`src/hw/rtl/tcps_pkg.sv`:
```
`default_nettype none

package tcps_pkg;

  // Default width of absolute time values (seconds)
  localparam int TIME_WIDTH_DEF = 32;

  // Duration registers, cycle length and divider remainder widths
  localparam int DUR_W = 14;
  localparam int LEN_W = DUR_W + 1;
  localparam int REM_W = LEN_W + 1;

  localparam int CFG_IDX_W = 3;

  typedef enum logic [CFG_IDX_W-1:0] {
    REG_START_TIME   = 3'd0,
    REG_TX_TIME      = 3'd1,
    REG_PAUSE_TIME   = 3'd2,
    REG_TONE_LENGTH  = 3'd3,
    REG_PREP_TIME    = 3'd4,
    REG_CONT_MODE    = 3'd5
  } cfg_reg_t;

  // Action codes of an input beat
  localparam logic [1:0] ACT_TICK  = 2'd0;
  localparam logic [1:0] ACT_START = 2'd1;
  localparam logic [1:0] ACT_STOP  = 2'd2;

  typedef enum logic [1:0] {
    PH_TX    = 2'd0,
    PH_TONE  = 2'd1,
    PH_PAUSE = 2'd2,
    PH_READY = 2'd3
  } phase_t;

  typedef enum logic [1:0] {
    ST_IDLE = 2'd0,
    ST_DIV  = 2'd1,
    ST_FIN  = 2'd2
  } ctrl_state_t;

  typedef struct packed {
    logic load;
    logic step;
    logic finish;
  } dp_cmd_t;

  typedef struct packed {
    logic need_div;
    logic div_last;
    logic out_free;
  } dp_stat_t;

endpackage

`default_nettype wire

```
`src/hw/rtl/tcps_ifs.sv`:
```
`default_nettype none

interface tcps_in_if #(parameter int TIME_WIDTH = tcps_pkg::TIME_WIDTH_DEF);
  logic                  valid;
  logic                  ready;
  logic [1:0]            action;
  logic [TIME_WIDTH-1:0] current_time;
  logic                  before_finish;
  logic                  fox_prepared;

  modport source (output valid, action, current_time, before_finish, fox_prepared,
                  input ready);
  modport sink   (input valid, action, current_time, before_finish, fox_prepared,
                  output ready);
endinterface

interface tcps_out_if #(parameter int TIME_WIDTH = tcps_pkg::TIME_WIDTH_DEF);
  logic                  valid;
  logic                  ready;
  logic [1:0]            phase;
  logic                  ending_tone_on;
  logic [TIME_WIDTH-1:0] next_change_time;
  logic                  do_prepare;
  logic                  do_unprepare;
  logic                  morse_start;
  logic                  morse_stop;
  logic                  keyer_notify;
  logic                  fault;

  modport source (output valid, phase, ending_tone_on, next_change_time, do_prepare,
                         do_unprepare, morse_start, morse_stop, keyer_notify, fault,
                  input ready);
  modport sink   (input valid, phase, ending_tone_on, next_change_time, do_prepare,
                        do_unprepare, morse_start, morse_stop, keyer_notify, fault,
                  output ready);
endinterface

interface tcps_cfg_if #(parameter int TIME_WIDTH = tcps_pkg::TIME_WIDTH_DEF);
  logic                             valid;
  logic                             ready;
  logic [tcps_pkg::CFG_IDX_W-1:0]   index;
  logic [TIME_WIDTH-1:0]            data;

  modport source (output valid, index, data, input ready);
  modport sink   (input valid, index, data, output ready);
endinterface

`default_nettype wire

```
`src/hw/rtl/transmit_cycle_phase_sequencer.sv`:
```
// Transmit cycle phase sequencer.
// Channels: cfg_if writes one register per beat (index 0 start time, 1 tx time,
// 2 pause time, 3 ending tone length, 4 preparation time, 5 continuous mode);
// always ready. Write only while the block is idle.
// in_if takes one beat: a tick, a start or a stop command with the current time.
// out_if returns exactly one result beat per input beat: the stored phase, tone
// flag, next change time, one-beat command pulses and the sticky fault.
// Path: a tick that needs the cycle position passes the serial divider (one
// remainder bit per cycle) and then the state update; every other beat goes
// straight to the state update.
// Flow: one beat is in work at a time and the sequencer returns to idle to take
// the next; the previous result may still sit in the output register.
// Stall: if out_if is not ready, the finished result waits in the sequencer until
// the output register frees; no beat is dropped.
// Reset (rst_n low, synchronous): phase pause, tone off, change time 0, fault
// cleared, registers back to defaults (60 s tx, 240 s pause, 5 s tone and prep).
`default_nettype none

module transmit_cycle_phase_sequencer #(
  parameter int TIME_WIDTH = tcps_pkg::TIME_WIDTH_DEF
) (
  input  wire logic   clk,
  input  wire logic   rst_n,
  tcps_cfg_if.sink    cfg_if,
  tcps_in_if.sink     in_if,
  tcps_out_if.source  out_if
);

  tcps_pkg::dp_cmd_t  cmd;
  tcps_pkg::dp_stat_t stat;

  // Configuration writes are always accepted and registered directly
  assign cfg_if.ready = 1'b1;

  tcps_ctrl u_ctrl (
    .clk      (clk),
    .rst_n    (rst_n),
    .in_valid (in_if.valid),
    .in_ready (in_if.ready),
    .stat     (stat),
    .cmd      (cmd)
  );

  tcps_dp #(
    .TIME_WIDTH (TIME_WIDTH)
  ) u_dp (
    .clk                  (clk),
    .rst_n                (rst_n),
    .cmd                  (cmd),
    .stat                 (stat),
    .cfg_we               (cfg_if.valid),
    .cfg_index            (cfg_if.index),
    .cfg_data             (cfg_if.data),
    .in_action            (in_if.action),
    .in_current_time      (in_if.current_time),
    .in_before_finish     (in_if.before_finish),
    .in_fox_prepared      (in_if.fox_prepared),
    .out_ready            (out_if.ready),
    .out_valid            (out_if.valid),
    .out_phase            (out_if.phase),
    .out_ending_tone_on   (out_if.ending_tone_on),
    .out_next_change_time (out_if.next_change_time),
    .out_do_prepare       (out_if.do_prepare),
    .out_do_unprepare     (out_if.do_unprepare),
    .out_morse_start      (out_if.morse_start),
    .out_morse_stop       (out_if.morse_stop),
    .out_keyer_notify     (out_if.keyer_notify),
    .out_fault            (out_if.fault)
  );

endmodule

`default_nettype wire

```
`src/hw/rtl/tcps_ctrl.sv`:
```
`default_nettype none

module tcps_ctrl (
  input  wire logic               clk,
  input  wire logic               rst_n,
  input  wire logic               in_valid,
  output logic                    in_ready,
  input  wire tcps_pkg::dp_stat_t stat,
  output tcps_pkg::dp_cmd_t       cmd
);

  tcps_pkg::ctrl_state_t state_r, state_nxt;

  always_ff @(posedge clk) begin
    if (!rst_n) begin
      state_r <= tcps_pkg::ST_IDLE;
    end else begin
      state_r <= state_nxt;
    end
  end

  always_comb begin
    state_nxt = state_r;
    cmd       = '0;
    in_ready  = 1'b0;
    unique case (state_r)
      tcps_pkg::ST_IDLE: begin
        in_ready = 1'b1;
        if (in_valid) begin
          cmd.load  = 1'b1;
          state_nxt = stat.need_div ? tcps_pkg::ST_DIV : tcps_pkg::ST_FIN;
        end
      end
      tcps_pkg::ST_DIV: begin
        // one quotient bit per cycle
        cmd.step = 1'b1;
        if (stat.div_last) begin
          state_nxt = tcps_pkg::ST_FIN;
        end
      end
      tcps_pkg::ST_FIN: begin
        // hold until the output register is free
        if (stat.out_free) begin
          cmd.finish = 1'b1;
          state_nxt  = tcps_pkg::ST_IDLE;
        end
      end
      default: begin
        state_nxt = tcps_pkg::ST_IDLE;
      end
    endcase
  end

endmodule

`default_nettype wire

```
`src/hw/rtl/tcps_dp.sv`:
```
`default_nettype none

module tcps_dp #(
  parameter int TIME_WIDTH = tcps_pkg::TIME_WIDTH_DEF
) (
  input  wire logic                           clk,
  input  wire logic                           rst_n,
  input  wire tcps_pkg::dp_cmd_t              cmd,
  output tcps_pkg::dp_stat_t                  stat,
  // configuration writes
  input  wire logic                           cfg_we,
  input  wire logic [tcps_pkg::CFG_IDX_W-1:0] cfg_index,
  input  wire logic [TIME_WIDTH-1:0]          cfg_data,
  // input beat fields
  input  wire logic [1:0]                     in_action,
  input  wire logic [TIME_WIDTH-1:0]          in_current_time,
  input  wire logic                           in_before_finish,
  input  wire logic                           in_fox_prepared,
  // result register
  input  wire logic                           out_ready,
  output logic                                out_valid,
  output logic [1:0]                          out_phase,
  output logic                                out_ending_tone_on,
  output logic [TIME_WIDTH-1:0]               out_next_change_time,
  output logic                                out_do_prepare,
  output logic                                out_do_unprepare,
  output logic                                out_morse_start,
  output logic                                out_morse_stop,
  output logic                                out_keyer_notify,
  output logic                                out_fault
);

  localparam int DUR_W = tcps_pkg::DUR_W;
  localparam int LEN_W = tcps_pkg::LEN_W;
  localparam int REM_W = tcps_pkg::REM_W;
  localparam int CNT_W = $clog2(TIME_WIDTH);

  // configuration
  logic [TIME_WIDTH-1:0] start_r;
  logic [DUR_W-1:0]      tx_r, pause_r, tone_len_r, prep_time_r;
  logic                  cont_r;

  // sequencer state
  tcps_pkg::phase_t      phase_r, phase_nxt;
  logic                  tone_r, tone_nxt;
  logic                  halted_r, halted_nxt;
  logic [TIME_WIDTH-1:0] change_r;

  // latched beat
  logic [1:0]            act_r;
  logic [TIME_WIDTH-1:0] now_r;
  logic                  bf_r;
  logic                  fox_r;
  logic                  early_r;

  // serial divider
  logic [TIME_WIDTH-1:0] diff_r;
  logic [REM_W-1:0]      rem_r;
  logic [CNT_W-1:0]      cnt_r;
  logic [REM_W-1:0]      rem_sh, rem_sub;

  // result register
  logic                  out_valid_r;
  tcps_pkg::phase_t      out_phase_r;
  logic                  out_tone_r;
  logic [TIME_WIDTH-1:0] out_time_r;
  logic                  out_prep_r, out_unprep_r, out_mstart_r, out_mstop_r;
  logic                  out_keyer_r, out_fault_r;

  logic [LEN_W-1:0]      cyc_len;
  logic                  tick_in;
  logic                  early_in;

  logic [LEN_W-1:0]      t;
  logic [DUR_W-1:0]      tone_clamp, tone_start;
  logic [LEN_W-1:0]      prep_start;
  logic [LEN_W-1:0]      end_off, delta;
  logic [TIME_WIDTH-1:0] time_nxt;
  logic                  upd_time;
  logic                  prep_p, unprep_p, mstart_p, mstop_p, keyer_p;

  assign cyc_len  = {1'b0, tx_r} + {1'b0, pause_r};
  assign early_in = in_current_time < start_r;
  assign tick_in  = (in_action == tcps_pkg::ACT_TICK) && in_before_finish && !cont_r &&
                    !halted_r;

  assign stat.need_div = tick_in && !early_in && (cyc_len != '0);
  assign stat.div_last = (cnt_r == '0);
  assign stat.out_free = !out_valid_r || out_ready;

  always_ff @(posedge clk) begin
    if (!rst_n) begin
      start_r     <= '0;
      tx_r        <= DUR_W'(60);
      pause_r     <= DUR_W'(240);
      tone_len_r  <= DUR_W'(5);
      prep_time_r <= DUR_W'(5);
      cont_r      <= 1'b0;
    end else if (cfg_we) begin
      unique case (tcps_pkg::cfg_reg_t'(cfg_index))
        tcps_pkg::REG_START_TIME:  start_r     <= cfg_data;
        tcps_pkg::REG_TX_TIME:     tx_r        <= cfg_data[DUR_W-1:0];
        tcps_pkg::REG_PAUSE_TIME:  pause_r     <= cfg_data[DUR_W-1:0];
        tcps_pkg::REG_TONE_LENGTH: tone_len_r  <= cfg_data[DUR_W-1:0];
        tcps_pkg::REG_PREP_TIME:   prep_time_r <= cfg_data[DUR_W-1:0];
        tcps_pkg::REG_CONT_MODE:   cont_r      <= cfg_data[0];
        default: ;
      endcase
    end
  end

  // Restoring division of (time - start) by the cycle length; keep the remainder only
  assign rem_sh  = {rem_r[REM_W-2:0], diff_r[TIME_WIDTH-1]};
  assign rem_sub = (rem_sh >= {1'b0, cyc_len}) ? rem_sh - {1'b0, cyc_len} : rem_sh;

  always_ff @(posedge clk) begin
    if (cmd.load) begin
      act_r   <= in_action;
      now_r   <= in_current_time;
      bf_r    <= in_before_finish;
      fox_r   <= in_fox_prepared;
      early_r <= early_in;
      diff_r  <= in_current_time - start_r;
      rem_r   <= '0;
      cnt_r   <= CNT_W'(TIME_WIDTH - 1);
    end else if (cmd.step) begin
      diff_r  <= {diff_r[TIME_WIDTH-2:0], 1'b0};
      rem_r   <= rem_sub;
      cnt_r   <= cnt_r - 1'b1;
    end
  end

  // Cycle position; zero when no division ran
  assign t          = rem_r[LEN_W-1:0];
  assign tone_clamp = (tone_len_r < tx_r) ? tone_len_r : tx_r;
  assign tone_start = tx_r - tone_clamp;
  assign prep_start = ({1'b0, prep_time_r} < cyc_len) ? cyc_len - {1'b0, prep_time_r} : '0;

  always_comb begin
    phase_nxt  = phase_r;
    tone_nxt   = tone_r;
    halted_nxt = halted_r;
    upd_time   = 1'b0;
    prep_p     = 1'b0;
    unprep_p   = 1'b0;
    mstart_p   = 1'b0;
    mstop_p    = 1'b0;
    keyer_p    = 1'b0;
    if (!halted_r) begin
      case (act_r)
        tcps_pkg::ACT_START: begin
          prep_p    = !fox_r;
          phase_nxt = tcps_pkg::PH_TX;
          tone_nxt  = 1'b0;
          keyer_p   = 1'b1;
          mstart_p  = 1'b1;
          upd_time  = 1'b1;
        end
        tcps_pkg::ACT_STOP: begin
          phase_nxt = tcps_pkg::PH_PAUSE;
          tone_nxt  = 1'b0;
          keyer_p   = 1'b1;
          mstop_p   = 1'b1;
          unprep_p  = fox_r;
          upd_time  = 1'b1;
        end
        tcps_pkg::ACT_TICK: begin
          if (bf_r && !cont_r) begin
            if (early_r) begin
              halted_nxt = 1'b1;
            end else begin
              upd_time = 1'b1;
              if (t < {1'b0, tone_start}) begin
                if (phase_r != tcps_pkg::PH_TX) begin
                  prep_p    = !fox_r;
                  phase_nxt = tcps_pkg::PH_TX;
                  tone_nxt  = 1'b0;
                  keyer_p   = 1'b1;
                  mstart_p  = 1'b1;
                end
              end else if (t < {1'b0, tx_r}) begin
                if (phase_r != tcps_pkg::PH_TONE) begin
                  phase_nxt = tcps_pkg::PH_TONE;
                  tone_nxt  = 1'b1;
                  keyer_p   = 1'b1;
                end
              end else if (t >= prep_start) begin
                if (phase_r != tcps_pkg::PH_READY) begin
                  prep_p    = !fox_r;
                  phase_nxt = tcps_pkg::PH_READY;
                end
              end else begin
                if (phase_r != tcps_pkg::PH_PAUSE) begin
                  phase_nxt = tcps_pkg::PH_PAUSE;
                  tone_nxt  = 1'b0;
                  keyer_p   = 1'b1;
                  mstop_p   = 1'b1;
                  unprep_p  = fox_r;
                end
              end
            end
          end
        end
        default: ;
      endcase
    end
  end

  // Next change: end of transmit or end of cycle, from the new phase
  assign end_off  = (phase_nxt == tcps_pkg::PH_TX || phase_nxt == tcps_pkg::PH_TONE) ?
                    {1'b0, tx_r} : cyc_len;
  assign delta    = end_off - t;
  assign time_nxt = now_r + TIME_WIDTH'(delta);

  always_ff @(posedge clk) begin
    if (!rst_n) begin
      phase_r  <= tcps_pkg::PH_PAUSE;
      tone_r   <= 1'b0;
      halted_r <= 1'b0;
      change_r <= '0;
    end else if (cmd.finish) begin
      phase_r  <= phase_nxt;
      tone_r   <= tone_nxt;
      halted_r <= halted_nxt;
      if (upd_time) begin
        change_r <= time_nxt;
      end
    end
  end

  always_ff @(posedge clk) begin
    if (!rst_n) begin
      out_valid_r <= 1'b0;
    end else if (cmd.finish) begin
      out_valid_r <= 1'b1;
    end else if (out_ready) begin
      out_valid_r <= 1'b0;
    end
  end

  always_ff @(posedge clk) begin
    if (cmd.finish) begin
      out_phase_r  <= phase_nxt;
      out_tone_r   <= tone_nxt;
      out_time_r   <= upd_time ? time_nxt : change_r;
      out_prep_r   <= prep_p;
      out_unprep_r <= unprep_p;
      out_mstart_r <= mstart_p;
      out_mstop_r  <= mstop_p;
      out_keyer_r  <= keyer_p;
      out_fault_r  <= halted_nxt;
    end
  end

  assign out_valid            = out_valid_r;
  assign out_phase            = out_phase_r;
  assign out_ending_tone_on   = out_tone_r;
  assign out_next_change_time = out_time_r;
  assign out_do_prepare       = out_prep_r;
  assign out_do_unprepare     = out_unprep_r;
  assign out_morse_start      = out_mstart_r;
  assign out_morse_stop       = out_mstop_r;
  assign out_keyer_notify     = out_keyer_r;
  assign out_fault            = out_fault_r;

  a_halt_sticky: assert property (@(posedge clk) disable iff (!rst_n)
    halted_r |=> halted_r)
    else $error("halt flag cleared without reset");

  a_fault_quiet: assert property (@(posedge clk) disable iff (!rst_n)
    (out_valid_r && out_fault_r) |->
      !(out_prep_r || out_unprep_r || out_mstart_r || out_mstop_r || out_keyer_r))
    else $error("command pulse issued while halted");

  a_mstart_tx: assert property (@(posedge clk) disable iff (!rst_n)
    (out_valid_r && out_mstart_r) |-> (out_phase_r == tcps_pkg::PH_TX))
    else $error("Morse start outside transmit phase");

  a_mstop_pause: assert property (@(posedge clk) disable iff (!rst_n)
    (out_valid_r && out_mstop_r) |-> (out_phase_r == tcps_pkg::PH_PAUSE))
    else $error("Morse stop outside pause phase");

endmodule

`default_nettype wire
```
`src/flat_wrapper.sv`:
```
// flat-port wrapper written by rule: the top's interface ports become plain ports
module transmit_cycle_phase_sequencer_flat 
#(
  parameter int TIME_WIDTH = tcps_pkg::TIME_WIDTH_DEF
)
  (clk, rst_n, cfg_if_valid, cfg_if_index, cfg_if_data, cfg_if_ready, in_if_valid, in_if_action, in_if_current_time, in_if_before_finish, in_if_fox_prepared, in_if_ready, out_if_valid, out_if_phase, out_if_ending_tone_on, out_if_next_change_time, out_if_do_prepare, out_if_do_unprepare, out_if_morse_start, out_if_morse_stop, out_if_keyer_notify, out_if_fault, out_if_ready);
  tcps_cfg_if #(.TIME_WIDTH(TIME_WIDTH)) cfg_if_i ();
  tcps_in_if #(.TIME_WIDTH(TIME_WIDTH)) in_if_i ();
  tcps_out_if #(.TIME_WIDTH(TIME_WIDTH)) out_if_i ();
  input  wire logic clk;
  input  wire logic rst_n;
  input wire logic [$bits(cfg_if_i.valid)-1:0] cfg_if_valid;
  input wire logic [$bits(cfg_if_i.index)-1:0] cfg_if_index;
  input wire logic [$bits(cfg_if_i.data)-1:0] cfg_if_data;
  output wire logic [$bits(cfg_if_i.ready)-1:0] cfg_if_ready;
  input wire logic [$bits(in_if_i.valid)-1:0] in_if_valid;
  input wire logic [$bits(in_if_i.action)-1:0] in_if_action;
  input wire logic [$bits(in_if_i.current_time)-1:0] in_if_current_time;
  input wire logic [$bits(in_if_i.before_finish)-1:0] in_if_before_finish;
  input wire logic [$bits(in_if_i.fox_prepared)-1:0] in_if_fox_prepared;
  output wire logic [$bits(in_if_i.ready)-1:0] in_if_ready;
  output wire logic [$bits(out_if_i.valid)-1:0] out_if_valid;
  output wire logic [$bits(out_if_i.phase)-1:0] out_if_phase;
  output wire logic [$bits(out_if_i.ending_tone_on)-1:0] out_if_ending_tone_on;
  output wire logic [$bits(out_if_i.next_change_time)-1:0] out_if_next_change_time;
  output wire logic [$bits(out_if_i.do_prepare)-1:0] out_if_do_prepare;
  output wire logic [$bits(out_if_i.do_unprepare)-1:0] out_if_do_unprepare;
  output wire logic [$bits(out_if_i.morse_start)-1:0] out_if_morse_start;
  output wire logic [$bits(out_if_i.morse_stop)-1:0] out_if_morse_stop;
  output wire logic [$bits(out_if_i.keyer_notify)-1:0] out_if_keyer_notify;
  output wire logic [$bits(out_if_i.fault)-1:0] out_if_fault;
  input wire logic [$bits(out_if_i.ready)-1:0] out_if_ready;
  assign cfg_if_i.valid = cfg_if_valid;
  assign cfg_if_i.index = cfg_if_index;
  assign cfg_if_i.data = cfg_if_data;
  assign cfg_if_ready = cfg_if_i.ready;
  assign in_if_i.valid = in_if_valid;
  assign in_if_i.action = in_if_action;
  assign in_if_i.current_time = in_if_current_time;
  assign in_if_i.before_finish = in_if_before_finish;
  assign in_if_i.fox_prepared = in_if_fox_prepared;
  assign in_if_ready = in_if_i.ready;
  assign out_if_valid = out_if_i.valid;
  assign out_if_phase = out_if_i.phase;
  assign out_if_ending_tone_on = out_if_i.ending_tone_on;
  assign out_if_next_change_time = out_if_i.next_change_time;
  assign out_if_do_prepare = out_if_i.do_prepare;
  assign out_if_do_unprepare = out_if_i.do_unprepare;
  assign out_if_morse_start = out_if_i.morse_start;
  assign out_if_morse_stop = out_if_i.morse_stop;
  assign out_if_keyer_notify = out_if_i.keyer_notify;
  assign out_if_fault = out_if_i.fault;
  assign out_if_i.ready = out_if_ready;
  transmit_cycle_phase_sequencer #(.TIME_WIDTH(TIME_WIDTH)) u_core (.clk(clk), .rst_n(rst_n), .cfg_if(cfg_if_i), .in_if(in_if_i), .out_if(out_if_i));
endmodule
```
`config.mk`:
```
export PLATFORM = sky130hd
export DESIGN_NAME = transmit_cycle_phase_sequencer_flat
export DESIGN_NICKNAME = d
export VERILOG_FILES = /design/src/hw/rtl/tcps_pkg.sv /design/src/hw/rtl/tcps_ifs.sv /design/src/hw/rtl/transmit_cycle_phase_sequencer.sv /design/src/hw/rtl/tcps_ctrl.sv /design/src/hw/rtl/tcps_dp.sv /design/src/flat_wrapper.sv
export SDC_FILE = /design/constraint.sdc
export NUM_CORES = 1
export LEC_CHECK = 0
export ABC_CLOCK_PERIOD_IN_PS = 9300
export BUFFER_PORTS_ARGS = -buffer_cell sky130_fd_sc_hd__buf_2
export CORE_ASPECT_RATIO = 2
export CORE_MARGIN = 5
export CORE_UTILIZATION = 25
export DETAILED_ROUTE_END_ITERATION = 8
export PLACE_DENSITY_LB_ADDON = 0.08
export SETUP_SLACK_MARGIN = 0.2
export SYNTH_ARGS = -nofsm -noshare
export SYNTH_HDL_FRONTEND = slang
export SYNTH_HIERARCHICAL = 1
export SYNTH_SLANG_ARGS = --single-unit
```
`constraint.sdc`:
```
create_clock -name clk -period 9.3 [get_ports clk]
set_input_delay 1.86 -clock clk [delete_from_list [all_inputs] [get_ports clk]]
set_output_delay 1.86 -clock clk [all_outputs]
set_load 0.02 [all_outputs]
```
==> results.cfg, run 1 <==
[clock_tree]
numCtsBuffers = 27
path_clk_slew_ns = 0.07
htree_levels = 1
clock_latency_ns = 0.59
cts_tree = built
clockRootBuffer = clkbuf_16
clk_path_buf_depth = 3
cts.sinks = 258

[placement]
placed_cell_area_um2 = 19400
dp_hpwl_mm = 52.4
port_buffers = 118
place_inst = 3010
gp_congestion = 0.889

[setup_path]
cp-startpoint = u_core/u_dp/tone_len_r[1]
cp_common_cell = a21oi_2
r2r_cells = 49
r2r-end = u_core/u_dp/out_next_change_time[18]
cp.required_ns = 9.62
crit_slowest_cell = o41a_1
cp_max_fo = 7
critPathMaxStageDelay_ns = 0.44
cp-end-kind = flip-flop
worstSetupPathType = flip-flop to flip-flop
worstSetupStartpointType = flip-flop
critPathCapture = u_core/u_dp/out_next_change_time[18]
path_depth = 49
r2r_setup_slack_ns = 0.23
crit_buf_inv = 6
cp_top_family = compound AO/OA/AOI/OAI gates
regToRegStartpoint = u_core/u_dp/tone_len_r[1]
critPathArrivalTime_ns = 9.39

[detailed_routing]
final_antenna_net_count = 0
drt_wl_total_mm = 66.6
drc = 0
drt_iter0_markers = 605
vias_per_cell = 4.85
wl_per_cell_um = 21.6
via_count = 14900
dr.pass1.iters = 5

[grt]
gr-total-overflow = 0
grtUsageTotal_pct = 17.4
grt_max_degree = 65
first_global_vias = 15300
grt_use_met3_pct = 1.85
use_met2_pct = 37.6
top_usage_layer = met2
grt_pass1_wl_mm = 96.4
antenna_found_initial = 6
met1_usage_pct = 16.0

[final_layout]
layout_common_cells = 310 x nand2_1, 172 x ha_1, 165 x a21oi_1
final_nets = 2426
layout_commonest_cell = nand2_1
drive_gt1_share_pct = 20.9
final_cells = 3080
n_fill_cell = 7349
design_area_um2 = 21100
syn_to_final_growth_pct = 24.2
final_util_pct = 31.2

[synthesis]
synth.cell_area_um2 = 17000
ys_seq_area_share_pct = 36.9
synth-seq-cells = 258
yosysWarnings = 6
synth-async-reset-ratio_pct = 0
netlist-cell-type-count = 83
synthFlopType = dfxtp_1
synth_cells = 1944
syn_avg_cell_area_um2 = 8.74
synth_nets = 2205
synth_edf_count = 110
synth.top_cell.area_share_pct = 19.4
yosysTopAreaCell = edfxtp_1
netlist_top_cells_area = edfxtp_1 19%, dfxtp_1 17%, ha_1 13%, nand2_1 6.9%, a21oi_1 5.3%

[pwr]
p_per_area_nw_per_um2 = 194
p_seq_share_pct = 32.3
internal-power_w = 0.00265
p_clk_share_pct = 30.1
power_frac_comb_pct = 37.6
swShare_pct = 35.2
vdd_drop_max_mv = 0.174
total_leakage_power_nw = 8.37
switchingPower_w = 0.00144

[job]
max-cap-violations = 0

[timing]
hold_slack_ns = 0.454
finalSetupViolCount = 0
max_slew_margin_pct = 23.4
clock_skew_ns = 0.0175
rsz0062_at_grt = yes
fmax_mhz = 110
tightest_slew_ns = 1.14
period_share_pct = 97.5
slew_violations = 0
period_minus_slack_ns = 9.07
hold_viol_final = 0

[floorplan]
ios = 120
rows = 135
die_y_um = 379
core_region_area_um2 = 67600
die_x_um = 194
start_util_pct = 25.1
die-area_um2 = 73600

[min_path]
hp-class = flip-flop to flip-flop

[status]
status = finished, final reports clean
timing repair:
action	CTS	global route
hold buffers	0	0
setup buffers	4	11
pin swaps	7	57
cloned	1	0
resized for setup	15	131
endpoints found under the setup margin	42	50
cell usage after synthesis (9+ instances only):
cell type	count
and2_1	9
mux2i_1	30
ha_1	178
a21oi_1	180
xor2_1	43
o21a_1	24
o21ai_1	14
a21o_1	41
and3_1	11
nand3_1	40
mux2_2	28
dfxtp_1	148
o211ai_1	14
nor2b_1	21
a211oi_1	32
inv_1	130
edfxtp_1	110
xnor2_1	68
nor3_1	39
nor2_1	128
o21ai_0	89
or3_1	11
nand4_1	14
nand2b_1	23
nand2_1	312
clkbuf_1	52
power groups by stage:
stage	Combinational, W	Clock, W	Sequential [W]
after floorplan	0.000780	0	0.00134
after global placement	0.00133	0	0.00135
after detailed placement	0.00134	0	0.00135
after CTS	0.00138	0.00128	0.00132
after global routing	0.00167	0.00131	0.00133
final	0.00154	0.00123	0.00132
how the worst min path moves through the flow:
| stage | from | end | slack [ns] | cells after the start |
|---|---|---|---|---|
| after global routing | u_core/u_dp/start_r[19] | u_core/u_dp/start_r[19] | 0.47 | 2 |
| after floorplan | u_core/u_dp/prep_time_r[10] | u_core/u_dp/prep_time_r[10] | 0.44 | 2 |
| final | u_core/u_dp/start_r[20] | u_core/u_dp/start_r[20] | 0.45 | 2 |
| after CTS | u_core/u_dp/start_r[23] | u_core/u_dp/start_r[23] | 0.46 | 2 |
| after detailed placement | u_core/u_dp/start_r[23] | u_core/u_dp/start_r[23] | 0.45 | 2 |
| after global placement | u_core/u_dp/start_r[2] | u_core/u_dp/start_r[2] | 0.44 | 2 |
worst register-to-register path: cells and delay by family (launching register included):
family	cells	cell delay (ns)
simple gates	4	0.34
fa+ha+maj	7	1.78
compound gates	28	4.68
buf+inv	6	0.92
flops	1	0.36
mux	1	0.32
xor+xnor	3	0.37
final cells by class:
type                            count  area (um2)  share of cell area, %
Antenna cell                        4        10.0                 0.0474
Clock buffer                       30         697                   3.30
Clock inverter                     20         270                   1.28
Inverter                          132         497                   2.35
Multi-Input combinational cell   1494       10600                   50.3
Sequential cell                   258        6270                   29.7
Tap cell                          890        1110                   5.28
Timing Repair Buffer              252        1640                   7.76
per-layer routing:
layer	up-vias	wire, um
met5	-	47
met4	6	2650
met3	92	1860
met2	270	40000
met1	7228	22100
li1	7331	-
stage by stage:
stage                     total power [W]  setup WS, ns  TNS (ns)
after floorplan                   0.00212         0.268         0
after global placement            0.00267       -0.0870    -0.124
after detailed placement          0.00268        -0.181    -0.848
after CTS                         0.00398         0.214         0
after global routing              0.00431        -0.167     -2.27
final                             0.00409         0.234         0
cell families after synthesis:
kind of cell,Yosys count,synth area share (%)
buf+inv,193,4.39
mux,58,3.62
fa+ha+maj,185,13.9
compound gates,492,18.4
xor+xnor,111,5.72
other cells,1,0.0221
flops,258,36.9
simple gates,646,17.1
flip-flops by register name, summed over array words and instances (netlist names), 5 cells and up:
signal / flops
u_core/u_dp/change_r: 32
u_core/u_dp/tx_r: 14
u_core/u_dp/now_r: 32
u_core/u_dp/tone_len_r: 14
u_core/u_dp/start_r: 32
u_core/u_dp/diff_r: 32
u_core/u_dp/cnt_r: 5
u_core/u_dp/out_next_change_time: 32
u_core/u_dp/pause_r: 14
u_core/u_dp/prep_time_r: 14
u_core/u_dp/rem_r: 15
Power figures use the tool's default switching activity.
==> run 2: changes to the inputs <==
--- a/config.mk
+++ b/config.mk
@@ -9,7 +9,7 @@
 export BUFFER_PORTS_ARGS = -buffer_cell sky130_fd_sc_hd__buf_2
 export CORE_ASPECT_RATIO = 2
 export CORE_MARGIN = 5
-export CORE_UTILIZATION = 25
+export CORE_UTILIZATION = 56
 export DETAILED_ROUTE_END_ITERATION = 8
 export PLACE_DENSITY_LB_ADDON = 0.08
 export SETUP_SLACK_MARGIN = 0.2
==> run 2 against run 1 <==
Flip-flop and latch count unchanged. Worst hold slack worse by 0.0028 ns. Via count down 0.90%. Cell count down 19%. Clock-buffer cell count unchanged. Critical path type unchanged. Highest routed layer is now met4.
==> results.cfg, run 2 (same netlist as run 1, synthesis figures left out) <==
[final_layout]
layout_common_cells = 311 x nand2_1, 172 x ha_1, 168 x a21oi_1
drive_gt1_share_pct = 17.4
n_fill_cell = 2633
diodes = 0
syn_to_final_growth_pct = 15.9
final_nets = 2361
multiInputGateArea_um2 = 10400
layout_commonest_cell = nand2_1
design_area_um2 = 19700
final-seq-area_um2 = 6270

[grt]
grt_pass1_wl_mm = 78.0
antenna_found_initial = 0
gr-total-overflow = 0
grt_max_degree = 97
first_global_vias = 14700
grtUsageTotal_pct = 28.7

[setup_path]
cp-startpoint = u_core/u_dp/tx_r[1]
worstSetupPathType = flip-flop to flip-flop
crit_slowest_cell = or4b_4
critPathMaxStageDelay_ns = 0.55
cp.required_ns = 9.59
cp-end-kind = flip-flop
r2r_setup_slack_ns = 0.22
critPathArrivalTime_ns = 9.37
regToRegStartpoint = u_core/u_dp/tx_r[1]
cp_max_fo = 6
worstSetupStartpointType = flip-flop

[timing]
finalSetupViolCount = 0
slew_violations = 0
period_minus_slack_ns = 9.08
clock_skew_ns = 0.0139
rsz0062_at_grt = yes
max_slew_margin_pct = 22.4
setup_slack_ns = 0.216
fmax_mhz = 110
period_share_pct = 97.7
hold_viol_final = 0
hold_slack_ns = 0.451
tightest_slew_ns = 1.16

[clock_tree]
postCtsHoldBufs = 0
clk_path_buf_depth = 3
path_clk_slew_ns = 0.07
cts_tree = built
htree_levels = 1
clock_latency_ns = 0.57
numCtsBuffers = 25
cts.sinks = 258
clockRootBuffer = clkbuf_16

[pwr]
vdd_drop_max_mv = 0.167
total_leakage_power_nw = 8.00
p_per_area_nw_per_um2 = 189

[job]
max-cap-violations = 0

[detailed_routing]
final_antenna_net_count = 0
drc = 0
vias_per_cell = 5.95
wl_per_cell_um = 20.6
dr.pass1.iters = 5
drt_iter0_markers = 817
via_count = 14800
drt_wl_total_mm = 51.2

[floorplan]
start_util_pct = 56.5
die_y_um = 256
ios = 120
die_x_um = 133
die-area_um2 = 34100
core_region_area_um2 = 30100
rows = 90

[placement]
gp_congestion = 0.945
dp_slack_ns = -0.280
dp_hpwl_mm = 39.4
placed_cell_area_um2 = 18200
port_buffers = 118

[status]
status = finished, final reports clean

[min_path]
hp-start = u_core/u_dp/start_r[15]
hp-class = flip-flop to flip-flop
## run 2: stage by stage
step | power, W | utilization (%) | TNS [ns] | instances
after global routing | 0.00389 | 65.5 | -1.70 | 2487
after global placement | 0.00241 | 60.4 | 0 | 2412
after floorplan | 0.00212 | - | 0 | 1944
final | 0.00371 | 65.5 | 0 | 2487
after CTS | 0.00357 | 63.9 | 0 | 2466
after detailed placement | 0.00243 | 60.4 | -4.52 | 2412
## run 2: final timing paths
path | depth (start not counted) | end
worst max-delay path | 46 | u_core/u_dp/out_next_change_time[29]
worst min-delay path | 2 | u_core/u_dp/start_r[15]
worst max register to register | 46 | u_core/u_dp/out_next_change_time[29]
worst min register to register | 2 | u_core/u_dp/start_r[15]
## run 2: layer usage
layer | track usage [%] | wire (um) | vias to the layer above | share of wire (%)
li1 | - | - | 7210 | -
met5 | 0 | 0 | - | 0
met1 | 29.9 | 18400 | 7050 | 36
met4 | 16.7 | 3410 | 0 | 6.6
met3 | 2.94 | 2050 | 146 | 4.0
met2 | 54.8 | 27400 | 386 | 54
## run 2: critical path, delay by kind of cell, from the launching register on
kind            cells  cell delay (ns)
compound gates     26             4.35
flops               1             0.34
buf+inv             3             0.34
mux                 1             0.32
xor+xnor            3             0.42
simple gates        7             1.33
fa+ha+maj           6             1.68
## run 2: power by group
part / switching (W) / total, W / internal [W]
combinational: 0.000742 / 0.00130 / 0.000560
sequential: 0.0000440 / 0.00132 / 0.00127
clock: 0.000490 / 0.00109 / 0.000604
## run 2: final cells by class
| cell class | count | share of cell area (%) |
|---|---|---|
| clock buffer | 30 | 3.70 |
| clock inverter | 16 | 0.813 |
| inverter | 132 | 2.52 |
| multi-input combinational | 1494 | 53.0 |
| sequential | 258 | 31.8 |
| tap | 368 | 2.34 |
| timing repair buffer | 189 | 5.78 |
## run 2: repair_timing
action / in CTS / in global routing
cloned: 1 / 0
setup endpoints to repair: 38 / 44
pin swaps: 36 / 60
buffers inserted: 7 / 21
resized for setup: 26 / 75
